### src/hw/rtl/clvr_pkg.sv
// ----------------------------------------------------------------------------
// clvr_pkg: shared types and constants for the clamped linear value ramp
// Command codes, register indexes, controller states and reset defaults.
// ----------------------------------------------------------------------------
package clvr_pkg;

    // Default datapath widths
    localparam int VALUE_BITS_DEF = 16;
    localparam int FRAME_BITS_DEF = 16;

    // Register reset values, Q8.8: -24.0, +24.0, 0.0
    localparam int MIN_RESET   = -6144;
    localparam int MAX_RESET   = 6144;
    localparam int VALUE_RESET = 0;

    // Item commands
    typedef enum logic [1:0] {
        CMD_TICK  = 2'd0,
        CMD_SET   = 2'd1,
        CMD_STOP  = 2'd2,
        CMD_RESET = 2'd3
    } cmd_t;

    // Configuration register indexes
    typedef enum logic [1:0] {
        REG_MIN         = 2'd0,
        REG_MAX         = 2'd1,
        REG_RESET_VALUE = 2'd2
    } reg_idx_t;

    // Controller states
    typedef enum logic [1:0] {
        ST_IDLE   = 2'd0,
        ST_CALC   = 2'd1,
        ST_RESULT = 2'd2
    } state_t;

endpackage

### src/hw/rtl/clamped_linear_value_ramp_top.sv
// Sequence: an accepted set, stop or reset, or a tick that ends or has no ramp,
//   goes from IDLE to RESULT; a tick inside a ramp goes through CALC, where the
//   bit-serial scaler takes one bit of mag a cycle, before RESULT.
// Throughput: one transaction at a time; the next is taken once the last result
//   is in the output register.
// Reset: rst_n async, low; registers return to -24.0 / +24.0 / 0.0, value 0.
// ----------------------------------------------------------------------------
// clamped_linear_value_ramp_top: fader for one signed Q8.8 control value
// Tick, set (clamped, jump or ramp), stop and reset commands, one result per
// transaction with the value after it and the ramp status.
// ----------------------------------------------------------------------------
module clamped_linear_value_ramp_top #(
    parameter int VALUE_BITS = clvr_pkg::VALUE_BITS_DEF,
    parameter int FRAME_BITS = clvr_pkg::FRAME_BITS_DEF
) (
    input  logic                         clk,
    input  logic                         rst_n,
    // Input channel
    input  logic                         in_valid,
    output logic                         in_stall,
    input  logic [1:0]                   command,
    input  logic signed [VALUE_BITS-1:0] request_value,
    input  logic [FRAME_BITS-1:0]        ramp_frames,
    // Output channel
    output logic                         out_valid,
    input  logic                         out_stall,
    output logic signed [VALUE_BITS-1:0] current_value,
    output logic                         ramping,
    // Configuration
    input  logic                         cfg_we,
    input  logic [1:0]                   cfg_index,
    input  logic [VALUE_BITS-1:0]        cfg_wdata
);

    clvr_pkg::state_t state_reg, state_next;

    logic signed [VALUE_BITS-1:0] min_reg, max_reg, rstv_reg;
    logic signed [VALUE_BITS-1:0] present_reg, present_next;
    logic signed [VALUE_BITS-1:0] start_reg, start_next;
    logic signed [VALUE_BITS-1:0] target_reg, target_next;
    logic [FRAME_BITS-1:0]        len_reg, len_next;
    logic [FRAME_BITS-1:0]        fc_reg, fc_next;
    logic                         out_valid_reg, out_valid_next;
    logic signed [VALUE_BITS-1:0] out_value_reg;
    logic                         out_ramp_reg;

    logic                  accept;
    logic                  load_out;
    logic                  scl_start;
    logic                  scl_done;
    logic [VALUE_BITS-1:0] scl_quot;
    clvr_pkg::cmd_t        cmd;

    logic                         running;
    logic [FRAME_BITS-1:0]        fc_inc;
    logic                         need_div;
    logic signed [VALUE_BITS:0]   diff;
    logic                         neg;
    logic [VALUE_BITS:0]          mag_full;
    logic signed [VALUE_BITS-1:0] clamped;

    assign cmd    = clvr_pkg::cmd_t'(command);
    assign accept = in_valid && !in_stall;

    // Ramp bookkeeping
    always_comb
    begin
        running  = fc_reg < len_reg;
        fc_inc   = fc_reg + FRAME_BITS'(1);
        need_div = running && (fc_inc != len_reg);
        diff     = {target_reg[VALUE_BITS-1], target_reg} - {start_reg[VALUE_BITS-1], start_reg};
        neg      = diff[VALUE_BITS];
        mag_full = neg ? -diff : diff;
    end

    // Clamp of the requested value; the max test wins over the min test
    always_comb
    begin
        if (request_value > max_reg)
        begin
            clamped = max_reg;
        end
        else if (request_value < min_reg)
        begin
            clamped = min_reg;
        end
        else
        begin
            clamped = request_value;
        end
    end

    // Next state
    always_comb
    begin
        state_next = state_reg;
        unique case (state_reg)
            clvr_pkg::ST_IDLE:
            begin
                if (in_valid)
                begin
                    state_next = (cmd == clvr_pkg::CMD_TICK && need_div) ?
                                 clvr_pkg::ST_CALC : clvr_pkg::ST_RESULT;
                end
            end
            clvr_pkg::ST_CALC:
            begin
                if (scl_done)
                begin
                    state_next = clvr_pkg::ST_RESULT;
                end
            end
            clvr_pkg::ST_RESULT:
            begin
                if (load_out)
                begin
                    state_next = clvr_pkg::ST_IDLE;
                end
            end
            default:
            begin
                state_next = clvr_pkg::ST_IDLE;
            end
        endcase
    end

    // Controller outputs
    always_comb
    begin
        in_stall  = 1'b1;
        load_out  = 1'b0;
        scl_start = 1'b0;
        unique case (state_reg)
            clvr_pkg::ST_IDLE:
            begin
                in_stall  = 1'b0;
                scl_start = in_valid && cmd == clvr_pkg::CMD_TICK && need_div;
            end
            clvr_pkg::ST_CALC:
            begin
                in_stall = 1'b1;
            end
            clvr_pkg::ST_RESULT:
            begin
                load_out = !out_valid_reg || !out_stall;
            end
            default:
            begin
                in_stall = 1'b1;
            end
        endcase
    end

    // Ramp state update
    always_comb
    begin
        present_next = present_reg;
        start_next   = start_reg;
        target_next  = target_reg;
        len_next     = len_reg;
        fc_next      = fc_reg;
        if (accept)
        begin
            unique case (cmd)
                clvr_pkg::CMD_TICK:
                begin
                    if (running)
                    begin
                        fc_next = fc_inc;
                        if (!need_div)
                        begin
                            present_next = target_reg;
                        end
                    end
                end
                clvr_pkg::CMD_SET:
                begin
                    // freeze first, then jump or start a ramp
                    start_next  = present_reg;
                    target_next = present_reg;
                    len_next    = '0;
                    fc_next     = '0;
                    if (clamped != present_reg)
                    begin
                        target_next = clamped;
                        if (ramp_frames == '0)
                        begin
                            present_next = clamped;
                        end
                        else
                        begin
                            len_next = ramp_frames;
                        end
                    end
                end
                clvr_pkg::CMD_STOP:
                begin
                    start_next  = present_reg;
                    target_next = present_reg;
                    len_next    = '0;
                    fc_next     = '0;
                end
                clvr_pkg::CMD_RESET:
                begin
                    present_next = rstv_reg;
                    start_next   = rstv_reg;
                    target_next  = rstv_reg;
                    len_next     = '0;
                    fc_next      = '0;
                end
                default:
                begin
                    fc_next = fc_reg;
                end
            endcase
        end
        else if (state_reg == clvr_pkg::ST_CALC && scl_done)
        begin
            present_next = neg ? start_reg - $signed(scl_quot) : start_reg + $signed(scl_quot);
        end
    end

    // Output register valid
    always_comb
    begin
        out_valid_next = out_valid_reg;
        if (load_out)
        begin
            out_valid_next = 1'b1;
        end
        else if (!out_stall)
        begin
            out_valid_next = 1'b0;
        end
    end

    // Serial scaler
    clvr_scale #(
        .VALUE_BITS (VALUE_BITS),
        .FRAME_BITS (FRAME_BITS)
    ) u_scale (
        .clk   (clk),
        .rst_n (rst_n),
        .start (scl_start),
        .frame (fc_inc),
        .mag   (mag_full[VALUE_BITS-1:0]),
        .len   (len_reg),
        .done  (scl_done),
        .quot  (scl_quot)
    );

    // Configuration registers
    always_ff @(posedge clk or negedge rst_n)
    begin
        if (!rst_n)
        begin
            min_reg  <= VALUE_BITS'(clvr_pkg::MIN_RESET);
            max_reg  <= VALUE_BITS'(clvr_pkg::MAX_RESET);
            rstv_reg <= VALUE_BITS'(clvr_pkg::VALUE_RESET);
        end
        else if (cfg_we)
        begin
            unique case (clvr_pkg::reg_idx_t'(cfg_index))
                clvr_pkg::REG_MIN:         min_reg  <= cfg_wdata;
                clvr_pkg::REG_MAX:         max_reg  <= cfg_wdata;
                clvr_pkg::REG_RESET_VALUE: rstv_reg <= cfg_wdata;
                default:                   min_reg  <= min_reg;
            endcase
        end
    end

    // Control and ramp state
    always_ff @(posedge clk or negedge rst_n)
    begin
        if (!rst_n)
        begin
            state_reg     <= clvr_pkg::ST_IDLE;
            present_reg   <= VALUE_BITS'(clvr_pkg::VALUE_RESET);
            start_reg     <= VALUE_BITS'(clvr_pkg::VALUE_RESET);
            target_reg    <= VALUE_BITS'(clvr_pkg::VALUE_RESET);
            len_reg       <= '0;
            fc_reg        <= '0;
            out_valid_reg <= 1'b0;
        end
        else
        begin
            state_reg     <= state_next;
            present_reg   <= present_next;
            start_reg     <= start_next;
            target_reg    <= target_next;
            len_reg       <= len_next;
            fc_reg        <= fc_next;
            out_valid_reg <= out_valid_next;
        end
    end

    // Result payload
    always_ff @(posedge clk)
    begin
        if (load_out)
        begin
            out_value_reg <= present_reg;
            out_ramp_reg  <= running;
        end
    end

    assign out_valid     = out_valid_reg;
    assign current_value = out_value_reg;
    assign ramping       = out_ramp_reg;

`ifndef NO_ASSERTIONS
    // The scaler only finishes while the controller waits for it
    a_done_in_calc: assert property (@(posedge clk) disable iff (!rst_n)
        scl_done |-> state_reg == clvr_pkg::ST_CALC)
        else $error("scaler finished outside of calculation");

    // A new result only comes from the result state
    a_out_from_result: assert property (@(posedge clk) disable iff (!rst_n)
        $rose(out_valid_reg) |-> $past(state_reg == clvr_pkg::ST_RESULT))
        else $error("result appeared without a result state");

    // A tick with no ramp running leaves the value alone
    a_idle_tick: assert property (@(posedge clk) disable iff (!rst_n)
        accept && cmd == clvr_pkg::CMD_TICK && !running |=> $stable(present_reg))
        else $error("idle tick changed the value");

    // The frame counter never passes the ramp length
    a_fc_bound: assert property (@(posedge clk) disable iff (!rst_n)
        fc_reg <= len_reg)
        else $error("frame count beyond ramp length");
`endif

endmodule

### src/hw/rtl/clvr_scale.sv
// ----------------------------------------------------------------------------
// clvr_scale: bit-serial scaled quotient
// Computes floor(frame * mag / len) for frame < len, one bit of mag per
// cycle, MSB first. Each step folds the next bit into a running remainder
// (radix-2 with quotient digit 0, 1 or 2), so no wide product is formed.
// ----------------------------------------------------------------------------
module clvr_scale #(
    parameter int VALUE_BITS = clvr_pkg::VALUE_BITS_DEF,
    parameter int FRAME_BITS = clvr_pkg::FRAME_BITS_DEF
) (
    input  logic                  clk,
    input  logic                  rst_n,
    input  logic                  start,
    input  logic [FRAME_BITS-1:0] frame,
    input  logic [VALUE_BITS-1:0] mag,
    input  logic [FRAME_BITS-1:0] len,
    output logic                  done,
    output logic [VALUE_BITS-1:0] quot
);

    localparam int CW = $clog2(VALUE_BITS);
    localparam int SW = FRAME_BITS + 2;

    logic                  busy_reg, busy_next;
    logic                  done_reg, done_next;
    logic [CW-1:0]         cnt_reg, cnt_next;
    logic [VALUE_BITS-1:0] mag_reg, mag_next;
    logic [VALUE_BITS-1:0] quot_reg, quot_next;
    logic [FRAME_BITS-1:0] rem_reg, rem_next;
    logic [FRAME_BITS-1:0] frame_reg, frame_next;
    logic [FRAME_BITS-1:0] len_reg, len_next;

    logic [SW-1:0] sum;
    logic [SW-1:0] len1;
    logic [SW-1:0] len2;
    logic [SW-1:0] diff1;
    logic [SW-1:0] diff2;

    // One step: rem = 2*rem + bit*frame, then subtract len up to twice
    always_comb
    begin
        len1  = SW'(len_reg);
        len2  = {1'b0, len_reg, 1'b0};
        sum   = {1'b0, rem_reg, 1'b0} + (mag_reg[VALUE_BITS-1] ? SW'(frame_reg) : '0);
        diff1 = sum - len1;
        diff2 = sum - len2;
    end

    always_comb
    begin
        busy_next  = busy_reg;
        done_next  = 1'b0;
        cnt_next   = cnt_reg;
        mag_next   = mag_reg;
        quot_next  = quot_reg;
        rem_next   = rem_reg;
        frame_next = frame_reg;
        len_next   = len_reg;
        if (start)
        begin
            busy_next  = 1'b1;
            cnt_next   = CW'(VALUE_BITS - 1);
            mag_next   = mag;
            quot_next  = '0;
            rem_next   = '0;
            frame_next = frame;
            len_next   = len;
        end
        else if (busy_reg)
        begin
            mag_next = {mag_reg[VALUE_BITS-2:0], 1'b0};
            if (sum >= len2)
            begin
                rem_next  = diff2[FRAME_BITS-1:0];
                quot_next = {quot_reg[VALUE_BITS-2:0], 1'b0} + VALUE_BITS'(2);
            end
            else if (sum >= len1)
            begin
                rem_next  = diff1[FRAME_BITS-1:0];
                quot_next = {quot_reg[VALUE_BITS-2:0], 1'b1};
            end
            else
            begin
                rem_next  = sum[FRAME_BITS-1:0];
                quot_next = {quot_reg[VALUE_BITS-2:0], 1'b0};
            end
            if (cnt_reg == '0)
            begin
                busy_next = 1'b0;
                done_next = 1'b1;
            end
            else
            begin
                cnt_next = cnt_reg - CW'(1);
            end
        end
    end

    // Control
    always_ff @(posedge clk or negedge rst_n)
    begin
        if (!rst_n)
        begin
            busy_reg <= 1'b0;
            done_reg <= 1'b0;
            cnt_reg  <= '0;
        end
        else
        begin
            busy_reg <= busy_next;
            done_reg <= done_next;
            cnt_reg  <= cnt_next;
        end
    end

    // Datapath shift registers
    always_ff @(posedge clk)
    begin
        mag_reg   <= mag_next;
        quot_reg  <= quot_next;
        rem_reg   <= rem_next;
        frame_reg <= frame_next;
        len_reg   <= len_next;
    end

    assign done = done_reg;
    assign quot = quot_reg;

endmodule
### config.mk
export PLATFORM = sky130hd
export DESIGN_NAME = clamped_linear_value_ramp_top
export DESIGN_NICKNAME = d
export VERILOG_FILES = /design/src/hw/rtl/clvr_pkg.sv /design/src/hw/rtl/clamped_linear_value_ramp_top.sv /design/src/hw/rtl/clvr_scale.sv
export SDC_FILE = /design/constraint.sdc
export NUM_CORES = 1
export LEC_CHECK = 0
export BUFFER_PORTS_ARGS = -buffer_cell sky130_fd_sc_hd__buf_2
export CELL_PAD_IN_SITES_DETAIL_PLACEMENT = 1
export CELL_PAD_IN_SITES_GLOBAL_PLACEMENT = 1
export CORE_MARGIN = 4
export CORE_UTILIZATION = 44
export DETAILED_ROUTE_END_ITERATION = 10
export GPL_ROUTABILITY_DRIVEN = 0
export PLACE_DENSITY = 0.75
export SETUP_SLACK_MARGIN = 0.3
export SLEW_MARGIN = 25
export SYNTH_ARGS = -nofsm -noshare
export SYNTH_HDL_FRONTEND = slang
export SYNTH_HIERARCHICAL = 1
export SYNTH_SLANG_ARGS = --single-unit
### constraint.sdc
create_clock -name clk -period 5.8 [get_ports clk]
set_clock_uncertainty 0.1 [all_clocks]
set_input_delay 1.16 -clock clk [delete_from_list [all_inputs] [get_ports clk]]
set_output_delay 1.16 -clock clk [all_outputs]
set_load 0.01 [all_outputs]
== Word level (Yosys, flattened, before mapping) ==
Index checks and enable logic that the tools add are counted.
Widths: inputs -> output; s select.
Storage, ports and cells
  flip-flop bits (word level): 234
  input port bits: 57
  output and inout bits: 19
  word-level logic and storage cells: 132
Cells by class
  $add $sub $neg: 10
  magnitude comparators: 5
  equality and inequality tests: 20
  mux-type cells: 45
  reductions and logical operators: 32
Operators by type and width (number)
  $mux 16: 20
  $pmux 16 s2: 3
  $pmux 16 s3: 2
  $sub 16x16->16: 3
  $lt 16x16->1: 2
  $ne 16x16->1: 2
  $add 17x16->18: 1
  $ge 18x16->1: 1
  $ge 18x17->1: 1
  $sub 16x16->17: 1
  $add 16x1->16 const B: 1
  $add 16x16->16: 1
  $add 16x2->16 const B: 1
  $gt 16x16->1: 1
  $logic_not 16->1: 1
  $neg 16->16: 1
  $reduce_and 2->1: 8
  $mux 1: 12
  $mux 4: 3
  $ne 3x3->1 const B: 4
  $eq 2x2->1 const B: 4
  $mux 2: 4
  $ne 2x2->1 const B: 4
  $reduce_bool 2->1: 4
  15 further kinds: 27

== Depth between registers and ports, before layout ==
  word-level depth: 7
  depth in mapped cells: 26
  depth with buffers taken out: 25

== By module ==
The synthesis kept the hierarchy.
Modules (own cells, without submodules)
  clamped_linear_value_ramp_top: instances 1, cells each 1293, area each 11294.6 sq um, sequential area each 3796.1 sq um
  clvr_scale: instances 1, cells each 614, area each 6012.0 sq um, sequential area each 2232.1 sq um

== Least setup slack after synthesis ==
Ideal clock, no wire load.
  kind: register -> register
  start point: register target_reg[0]
  end point: register present_reg[15]
  library setup time: 0.128 ns
  arrival: 5.256 ns
  required time: 5.572 ns
  setup slack: 0.316 ns
  cell stages (with the launch flop): 26
  path buffers: 1
  clock period less this slack: 5.484 ns
  cells stage by stage: dfrtp_1 -> inv_1 -> ha_1 -> inv_1 -> fa_1 -> a211oi_1 -> o21ai_0 -> a31oi_1 -> o21ai_0 -> a2111oi_0 -> a21oi_1 -> clkbuf_1 -> o21ai_0 -> inv_1 -> ha_1 -> nor2b_1 -> o31a_1 -> o41a_1 -> nand4_1 -> a31oi_1 -> a31oi_1 -> o21ai_0 -> xnor2_1 -> nor2_1 -> a21oi_1 -> mux2_1
On the way
  cells in the longest elaborated chain, start to end: 4
Ends and longest elaborated chain
  start: declaration: line clamped_linear_value_ramp_top.sv:40  | logic signed [VALUE_BITS-1:0] target_reg, target_next;
  start signal: assignment: line clamped_linear_value_ramp_top.sv:280  | target_reg <= VALUE_BITS'(clvr_pkg::VALUE_RESET);
  start signal: assignment: line clamped_linear_value_ramp_top.sv:290  | target_reg <= target_next;
  $sub 16x16->17: line clamped_linear_value_ramp_top.sv:71  | diff = {target_reg[VALUE_BITS-1], target_reg} - {start_reg[VALUE_BITS-1], start_reg};
  $mux 16: line clamped_linear_value_ramp_top.sv:219  | present_next = neg ? start_reg - $signed(scl_quot) : start_reg + $signed(scl_quot);
  $mux 16: line clamped_linear_value_ramp_top.sv:217  | else if (state_reg == clvr_pkg::ST_CALC && scl_done)
  $mux 16: line clamped_linear_value_ramp_top.sv:162  | if (accept)
  end signal: assignment: line clamped_linear_value_ramp_top.sv:278  | present_reg <= VALUE_BITS'(clvr_pkg::VALUE_RESET);
  end signal: assignment: line clamped_linear_value_ramp_top.sv:288  | present_reg <= present_next;
  end: declaration: line clamped_linear_value_ramp_top.sv:38  | logic signed [VALUE_BITS-1:0] present_reg, present_next;
Every way passes these cells. The select of a mux whose other input is x is not followed.
A chain may end at the register's enable or synchronous reset.

== Final worst setup path ==
  start point: register target_reg[0]
  end point: register present_reg[14]
Same word-level chain as after synthesis.

==> results.py <==
metrics = {
    "status": {
        "status": "complete, no violations",
    },
    "worst_setup_path": {
        "cp.buffers_inverters": 3,
        "worstPathRequired_ns": 6.14,
        "crit_path_end_kind": "register",
        "start_kind": "register",
        "crit_family": "compound AO/OA/AOI/OAI gates",
        "reg2reg_from": "target_reg[0]$_DFFE_PN0P_",
        "crit_type": "register to register",
        "slowest_stage": "dfrtp_1",
        "crit_arrival_ns": 5.74,
        "crit_start": "target_reg[0]$_DFFE_PN0P_",
        "critPathMaxStageDelay_ns": 0.40,
        "path_max_fanout": 3,
    },
    "logic_synthesis": {
        "syn_nets": 2099,
        "synth.area.top_cells": "dfrtp_1, edfxtp_1, ha_1, xnor2_1, a21oi_1",
        "synth_area_per_cell_um2": 9.08,
        "synthArstFlopShare_pct": 58.5,
        "syn_area_um2": 17300,
        "ys.flop_type": "dfrtp_1",
        "synth_top_area_share_pct": 18.9,
        "seq_area_frac_synth_pct": 34.8,
        "synthDistinctLibCells": 102,
        "synth-seq-cells": 234,
        "yosysWarnings": 6,
        "yosys-top-cells-count": "nand2_1, a21oi_1, dfrtp_1",
        "synth_edf_count": 65,
        "yosysTopAreaCell": "dfrtp_1",
        "postSynthCellCount": 1907,
        "synth_most_common_cell": "nand2_1",
    },
    "cells_and_area": {
        "diodes": 0,
        "drive_gt1_share_pct": 14.8,
        "synthToLayoutAreaGrowth_pct": 12.0,
        "nNetsFinal": 2162,
        "seq_area_um2": 6030,
        "n_fill_cell": 4531,
        "fin_cells": 2510,
        "multi_input_area_um2": 10600,
    },
    "global_route": {
        "grt-ovfl-total": 0,
        "grt_max_degree": 92,
        "grt_usage_pct": 26.5,
        "grt_pass1_wl_um": 89900,
        "grt_pass1_vias": 15671,
        "antenna_found_initial": 0,
    },
    "sta": {
        "period_share_pct": 93.0,
        "fin_setup_tns_ns": 0,
        "slew_headroom_pct": 34.7,
        "hold_violations": 0,
        "finalCriticalPeriod_ns": 5.40,
        "fmax_mhz": 185,
        "max_slew.worst_pin.slew_ns": 0.973,
        "final-setup-viol-count": 0,
        "drv_slew": 0,
        "rsz0062_at_grt": "yes",
    },
    "floorplanning": {
        "die_h_um": 206,
        "die_area_um2": 42600,
        "ioPinCount": 76,
        "die_w_um": 206,
        "core-area_um2": 38700,
        "start_util_pct": 44.7,
        "num_rows": 72,
    },
    "detailed_routing": {
        "routed_via_density": 6.07,
        "dr.pass1.iters": 5,
        "postRouteAntennaNets": 0,
        "wirelength_um": 57000,
        "first_iter_violations": 1016,
        "drc": 0,
        "via_count": 15241,
        "wl_per_cell_um": 22.7,
    },
    "clocking": {
        "cts.sinks": 234,
        "cts_tree": "yes",
        "ctsHoldBuffers": 0,
        "clock_latency_ns": 0.56,
        "clock_path_buffers": 3,
        "htree_levels": 1,
        "cts_buffers": 28,
        "path_clk_slew_ns": 0.06,
        "cts_root_buffer": "clkbuf_16",
    },
    "hold_path": {
        "min_from": "len_reg[7]$_DFFE_PN0P_",
        "hold_path.class": "register to register",
    },
    "placement": {
        "hpwl_um": 43000,
        "place_inst": 2447,
        "port_buffers": 75,
    },
    "flow_run": {
        "drv_cap": 0,
    },
}
-- worst paths after layout --
| kind | endpoint | slack, ns | cells past startpoint |
|---|---|---|---|
| setup / recovery | present_reg[14]$_DFFE_PN0P_ | 0.40 | 25 |
| hold / removal | u_scale/len_reg[7]$_DFFE_PP_ | 0.39 | 0 |
| setup reg to reg | present_reg[14]$_DFFE_PN0P_ | 0.40 | 25 |
| hold reg to reg | u_scale/len_reg[7]$_DFFE_PP_ | 0.39 | 0 |
| max in group asynchronous | len_reg[8]$_DFFE_PN0P_ | 3.79 | 2 |
| min in group asynchronous | start_reg[14]$_DFFE_PN0P_ | 0.59 | 1 |
-- repair_timing --
action	in CTS	in global routing
setup endpoints to repair	5	15
gates resized for setup	7	29
pin swaps	2	28
setup buffers	1	10
-- stage by stage --
step	setup slack, ns	instance area [um2]	util, %	hold slack (ns)
2_1_floorplan	0.316	17300	-	0.323
6_report	0.403	19400	50.1	0.385
3_3_place_gp	0.137	18200	47.0	0.375
4_1_cts	0.255	19200	49.6	0.386
5_1_grt	0.153	19400	50.1	0.406
3_5_place_dp	-0.0728	18200	47.0	0.370
-- area by class of cell --
type                       count  share of cell area [%]
clock inverter                17                   0.916
clock buffer                  35                    4.02
inverter                     130                    2.52
sequential                   234                    31.1
timing repair buffer         115                    3.62
tap                          518                    3.34
multi-input combinational   1461                    54.5
-- kinds of logic after synthesis --
logic type,synth area share (%)
DFF,34.8
AOI/OAI and AO/OA,22.7
buffers and inverters,4.87
and+or+nand+nor,14.5
adders and majority gates,9.98
muxes,5.31
xor gates and xnor gates,7.84
-- cells in the final DEF, fill, tap and decap left out, types with 18 or more instances in the layout --
cell,instances
clkbuf_16,30
ha_1,129
o22ai_1,20
nand2b_1,31
o21ai_0,115
nor2_1,115
edfxtp_1,65
dfxtp_1,32
mux2i_1,25
buf_2,74
a21oi_1,140
nor2b_1,19
a211oi_1,40
xor2_1,61
nor3_1,23
a31oi_1,18
mux2_2,53
and2_1,23
o21a_1,19
xnor2_1,90
buf_4,37
inv_1,127
nand2_1,158
dfrtp_1,131
nand3_1,39
a22o_1,20
a21o_1,28
-- layer usage --
layer | up-vias | track usage [%] | share of wire (%)
li1 | 7074 | - | -
met1 | 7673 | 37.8 | 46
met5 | - | 0 | 0
met4 | 0 | 6.89 | 2.7
met2 | 406 | 42.9 | 46
met3 | 88 | 3.22 | 4.9
-- worst reg2reg max path: stages (launching register included) --
cell       delay (ns)
dfrtp_1          0.40
inv_2            0.09
ha_4             0.14
inv_2            0.04
fa_2             0.39
a211oi_4         0.29
o21ai_2          0.09
a31oi_2          0.27
o21ai_2          0.10
a2111oi_2        0.37
buf_4            0.19
a21o_1           0.12
nor2_2           0.06
xnor2_2          0.14
ha_1             0.34
nor2b_4          0.14
o31a_1           0.30
o211ai_1         0.18
a21boi_1         0.10
o21ai_1          0.22
a21boi_2         0.10
o41ai_2          0.36
o21ai_1          0.12
xnor2_1          0.17
o21ai_0          0.13
mux2_2           0.31
Power is not shown: default switching activity piles up to over one toggle a cycle in this logic, so the estimate is an artifact.
